<file path="src/vrt_pkg.sv">
`timescale 1ns / 1ps
package vrt_pkg;

    localparam int POS_FRAC_BITS_DEF = 16;
    localparam int COORD_WIDTH_DEF   = 16;

    localparam logic [15:0] MAX_STEPS_RST = 16'd64;
    localparam logic        FUNC_START    = 1'b0;
    localparam logic        FUNC_REPLY    = 1'b1;
    localparam logic [35:0] DSQ_MAX       = 36'hF_FFFF_FFFF;

    // one input item as held in the queue
    typedef struct packed {
        logic             is_start;
        logic [2:0][31:0] pos;
        logic [2:0][15:0] dir;
        logic             occupied;
    } item_t;

    // head of the queue as seen by the back end
    typedef struct packed {
        logic  valid;
        item_t item;
    } head_t;

endpackage

</file>
<file path="src/vrt_front.sv">
`timescale 1ns / 1ps
module vrt_front
    import vrt_pkg::*;
(
    input  logic  clk,
    input  logic  rst_n,
    input  logic  in_valid,
    output logic  in_stall,
    input  item_t item_in,
    input  logic  pop,
    output head_t head
);

    item_t       q_reg [2];
    logic [1:0]  count_reg;
    logic        wr_ptr_reg;
    logic        rd_ptr_reg;
    logic        push;
    logic        do_pop;

    assign in_stall = (count_reg == 2'd2);
    assign push     = in_valid && !in_stall;
    assign do_pop   = pop && (count_reg != 2'd0);

    assign head.valid = (count_reg != 2'd0);
    assign head.item  = q_reg[rd_ptr_reg];

    always_ff @(posedge clk)
    begin
        if (push)
        begin
            q_reg[wr_ptr_reg] <= item_in;
        end
    end

    always_ff @(posedge clk or negedge rst_n)
    begin
        if (!rst_n)
        begin
            count_reg  <= 2'd0;
            wr_ptr_reg <= 1'b0;
            rd_ptr_reg <= 1'b0;
        end
        else
        begin
            if (push)
            begin
                wr_ptr_reg <= ~wr_ptr_reg;
            end
            if (do_pop)
            begin
                rd_ptr_reg <= ~rd_ptr_reg;
            end
            if (push && !do_pop)
            begin
                count_reg <= count_reg + 2'd1;
            end
            else if (!push && do_pop)
            begin
                count_reg <= count_reg - 2'd1;
            end
        end
    end

`ifndef SYNTHESIS
    a_no_overflow: assert property (@(posedge clk) disable iff (!rst_n)
        (count_reg == 2'd2) |=> (count_reg != 2'd0))
        else $error("queue count jumped from full to empty");
`endif

endmodule

</file>
<file path="config.mk">
export PLATFORM = sky130hd
export DESIGN_NAME = vrt_front
export DESIGN_NICKNAME = d
export VERILOG_FILES = /design/src/vrt_pkg.sv /design/src/vrt_front.sv
export SDC_FILE = /design/constraint.sdc
export NUM_CORES = 1
export LEC_CHECK = 0
export ABC_CLOCK_PERIOD_IN_PS = 16620
export BUFFER_PORTS_ARGS = -buffer_cell sky130_fd_sc_hd__buf_2
export CAP_MARGIN = 20
export CORE_ASPECT_RATIO = 0.5
export CORE_MARGIN = 2
export CORE_UTILIZATION = 32
export CTS_BUF_LIST = sky130_fd_sc_hd__clkbuf_4
export DETAILED_ROUTE_END_ITERATION = 16
export PLACE_DENSITY = 0.52
export SLEW_MARGIN = 20
export SYNTH_ARGS = -nofsm -noshare
export SYNTH_HDL_FRONTEND = slang
export SYNTH_SLANG_ARGS = --single-unit
export TNS_END_PERCENT = 50
</file>
<file path="constraint.sdc">
create_clock -name clk -period 16.62 [get_ports clk]
set_input_delay 1.662 -clock clk [delete_from_list [all_inputs] [get_ports clk]]
set_output_delay 1.662 -clock clk [all_outputs]
set_load 0.02 [all_outputs]
</file>
### Yosys cells after proc, flatten, opt, wreduce, memory -nomap -nowiden

Memories as Yosys holds them, arrays and structs flattened.
Index checks and enable logic that the tools add are counted.

| word-level totals | value |
|---|---|
| input bits | 150 |
| word-level logic and storage cells | 22 |
| bits in registers | 4 |
| output and inout bits | 148 |
| bits in writable memories | 292 |
| memories | 1 |

| operators by class | value |
|---|---|
| eq/ne operators | 1 |
| bitwise operators | 2 |
| multiplexer cells | 4 |
| add/sub/neg operators | 2 |
| reductions and logical operators | 9 |

Memories:

| memory | words | bits a word | rd ports | clocked after Yosys merged registers in | write ports | line | RTL |
|---|---|---|---|---|---|---|---|
| q_reg | 2 | 146 | 1 | 0 | 1 | vrt_front.sv:14 | `item_t q_reg [2];` |

Operators with widths:

| kind | count |
|---|---|
| 1-bit logical AND | 4 |
| 2-bit 2-to-1 mux | 2 |
| 2-bit nonzero test | 2 |
| 1-bit logical NOT | 3 |
| 2-bit by 1-bit adder with 2-bit output, second input constant | 1 |
| 2-bit == test, second input constant | 1 |
| 1-bit 2-to-1 mux | 2 |
| 1-bit NOT | 2 |
| 2-bit by 1-bit subtractor with 2-bit output, second input constant | 1 |

### Longest topological paths before layout

| logic depth | value |
|---|---|
| depth in word-level cells | 7 |
| mapped depth | 7 |
| gate-level depth less buffers | 7 |

### Least setup slack after synthesis

No wires, ideal clock.

| path | value |
|---|---|
| path type | input to register |
| start | input in_valid |
| end | memory q_reg[0][0] (netlist bit), enable pin |
| setup slack | 8.154 ns |
| arrival time | 7.813 ns |
| data required time | 15.967 ns |
| stages on the path | 2 |
| setup time | 0.653 ns |
| path buffers | 0 |
| cell sequence | nand2_1 > nor2_1 |

| between the ends | value |
|---|---|
| longest elaborated chain between the ends | 3 |

RTL lines:

| item | line | RTL |
|---|---|---|
| start: declaration | vrt_front.sv:7 | `input logic in_valid,` |
| 1-bit logical AND | vrt_front.sv:22 | `assign push = in_valid && !in_stall;` |
| 1-bit 2-to-1 mux | vrt_front.sv:30 | `if (push)` |
| 1-bit 2-to-1 mux (implied by the code) | vrt_front.sv:32 | `q_reg[wr_ptr_reg] <= item_in;` |
| end: declaration | vrt_front.sv:14 |  |

No other way between the ends.

==> key figures <==
CTS
  • Post-CTS setup buffer count: 0
  • CTS buffer count: 72
  • CTS max path bufs: 3
  • # clock sinks: 296
  • Hold buffers post-CTS: 0
  • CTS resizes: 0
  • Clk Latency, worst-skew pair: 0.72 ns
  • H-tree levels: 3
  • CTS clk-pin slew, worst paths: 0.07 ns
  • TritonCTS clock tree: done
  • Root buf cell: clkbuf_4

Detailed routing
  • Routed Antenna Nets: 0
  • DR vias: roughly 5700
  • Avg Vias per Cell: 4.288
  • DRT Wirelength: 24210 um
  • Mean routed wirelength per cell: 18.18 um
  • Drt drc: 0
  • Iteration count of the initial detailed-routing pass: 4
  • Initial DRC Count: 239

Synth
  • Yosys cell types: 14
  • Synth Register Bits: roughly 300
  • Ys Warns: 0
  • Seq/Total Area, Yosys: a little over 80%
  • Mapped Cells: 473
  • Mapped Nets: 624
  • Syn_area_per_cell: 22.80 um^2
  • Netlist Area Pre-Place: 10780 um^2

Critical path
  • Flop-to-flop setup slack: 13.90 ns
  • Critical path capture point type: primary output
  • CP required: between 10 and 15 ns
  • Reg2reg path depth: 4
  • Worst-path maximum fanout: 65
  • Worst EP arrival: between 2 and 3 ns
  • Critical path class: flop to primary output
  • R2R Path End: q_reg[1][62]
  • Critical R2R Launch: count_reg[0]
  • Setup crit start kind: flop
  • CP startpoint: rd_ptr_reg

Layout
  • Filler cells: slightly above 3000
  • Layout cells sized above 1: approximately 64%
  • Fin util: 41.27%
  • Max reg flops: 292
  • Most frequent cells in the layout: buf_2, edfxtp_1, mux2_2
  • Most common cell after layout, fill and taps aside: buf_2
  • Nets: 985
  • Syn-to-layout area delta: 26.71%

Floorplan
  • Chip width: 263.6 um
  • Initial core utilization: between 30% and 40%
  • Die area: 35270 um^2
  • Core area: 33110 um^2
  • Cell Rows: 47
  • I/O pin count: between 200 and 300
  • DIE HEIGHT: 133.8 um

Global route
  • Grt total ovfl: 0
  • Largest net degree at the start of global routing: 67
  • First-pass GRT wire length: 35490 um
  • Vias in the first global route: roughly 6000
  • Initial antenna violation count: 5
  • Total GRT Usage: a little over an eighth

STA
  • Worst Skew: 0.03299 ns
  • Slew Limit Fails: 0
  • Fmax: 0.2150 GHz
  • Pin slew with the least headroom to its limit: 0.9674 ns
  • Fin crit period: around 4.7 ns
  • Tcrit/Tclk final: 27.99%
  • RSZ-0062 raised after global routing: no
  • Worst hold slack: 0.5049 ns
  • Hold Vio Cnt, Final: 0
  • Rel. slew slack: a little over a third
  • Final Setup Violations: 0
  • Post-route setup TNS: 0 ns

Placement
  • PortBufs: 297
  • Final Wtd Congestion: 0.7282
  • DP HPWL: 15590 um

Min path
  • Hold Path Origin: count_reg[1]
  • Hold Path End: count_reg[1]
  • Hold Path Cell Cnt: 1
  • HP Class: flop to flop

Flow run
  • Max-cap violations: 0

Power
  • Design Power: 2.493 mW
  • Max VDD drop: 51.92 uV
  • Pwr dens: 182.4 nW/um^2
  • Pleak: 5.137 nW

Run status
  • Outcome: finished, final reports clean
-- power by group --
part           leakage (nW)  internal (mW)  switching [mW]
clock                 0.543          0.322           0.285
combinational          1.84          0.305           0.506
sequential             2.76           1.02          0.0530
total                  5.14           1.65           0.844
-- area by class of cell --
cell class	instances	area (um^2)	share of cell area, %
Multi-Input combinational cell	159	1747	12.78
Clock inverter	18	121.4	0.8882
Timing Repair Buffer	303	1551	11.35
Clock buffer	106	795.8	5.824
Inverter	2	7.507	0.05494
Sequential cell	296	8872	64.93
Tap cell	441	551.8	4.038
Antenna cell	7	17.52	0.1282
-- cell families (layout without fill, tap and decap cells) --
logic type | count (synthesis) | in the layout | synth area share (%)
AND/OR/NAND/NOR | 7 | 7 | 0.3134
multiplexers | 146 | 146 | 15.25
other | 0 | 7 | 0
buffers and inverters | 18 | 429 | 1.682
XOR/XNOR | 5 | 5 | 0.4062
adder cells (fa/ha/maj) | 1 | 1 | 0.1160
flip-flops | 296 | 296 | 82.24
-- per-stage QoR --
stage | worst slack [ns] | instance area (um^2) | std cells
after floorplan | 8.154 | 10780 | 473
after global placement | 12.45 | 12700 | 1200
after detailed placement | 12.65 | 12730 | 1201
after CTS | 11.85 | 13650 | 1325
after global routing | 11.72 | 13660 | 1332
final | 11.97 | 13660 | 1332
-- worst max path at each step --
stage	depth (start not counted)	end	slack, ns
detailed placement	4	q_reg[1][62]	12.65
floorplan	2	q_reg[0][0]	8.15
CTS	3	head[68]	11.85
global route	3	head[85]	11.72
global placement	3	q_reg[1][62]	12.45
finish	3	head[68]	11.97
-- metal layers --
metal | wire length, um | global-route usage [%] | vias to the layer above
li1 | - | - | 2668
met1 | 8628 | 13.50 | 2870
met2 | 13970 | 25.84 | 122
met3 | 1088 | 4.204 | 51
met4 | 522 | 5.968 | 0
met5 | 0 | 0 | -
-- cells in the mapped netlist --
| cell type | count | area (um^2) |
|---|---|---|
| and3_1 | 1 | 6.260 |
| buf_2 | 1 | 5.000 |
| buf_6 | 15 | 168.9 |
| dfrtp_1 | 4 | 100.1 |
| edfxtp_1 | 292 | 8768 |
| ha_1 | 1 | 12.51 |
| inv_1 | 2 | 7.510 |
| mux2_2 | 146 | 1644 |
| nand2_1 | 2 | 7.510 |
| nand2b_1 | 1 | 6.260 |
| nor2_1 | 2 | 7.510 |
| or2_2 | 1 | 6.260 |
| xnor2_1 | 3 | 26.28 |
| xor2_1 | 2 | 17.52 |
-- critical path, cell delays in order, from the launching register on --
cell and delay [ns]:
dfrtp_4 0.79, buf_4 0.79, mux2_2 0.43, buf_2 0.16
Note: power is estimated with default switching activity, not from simulation.
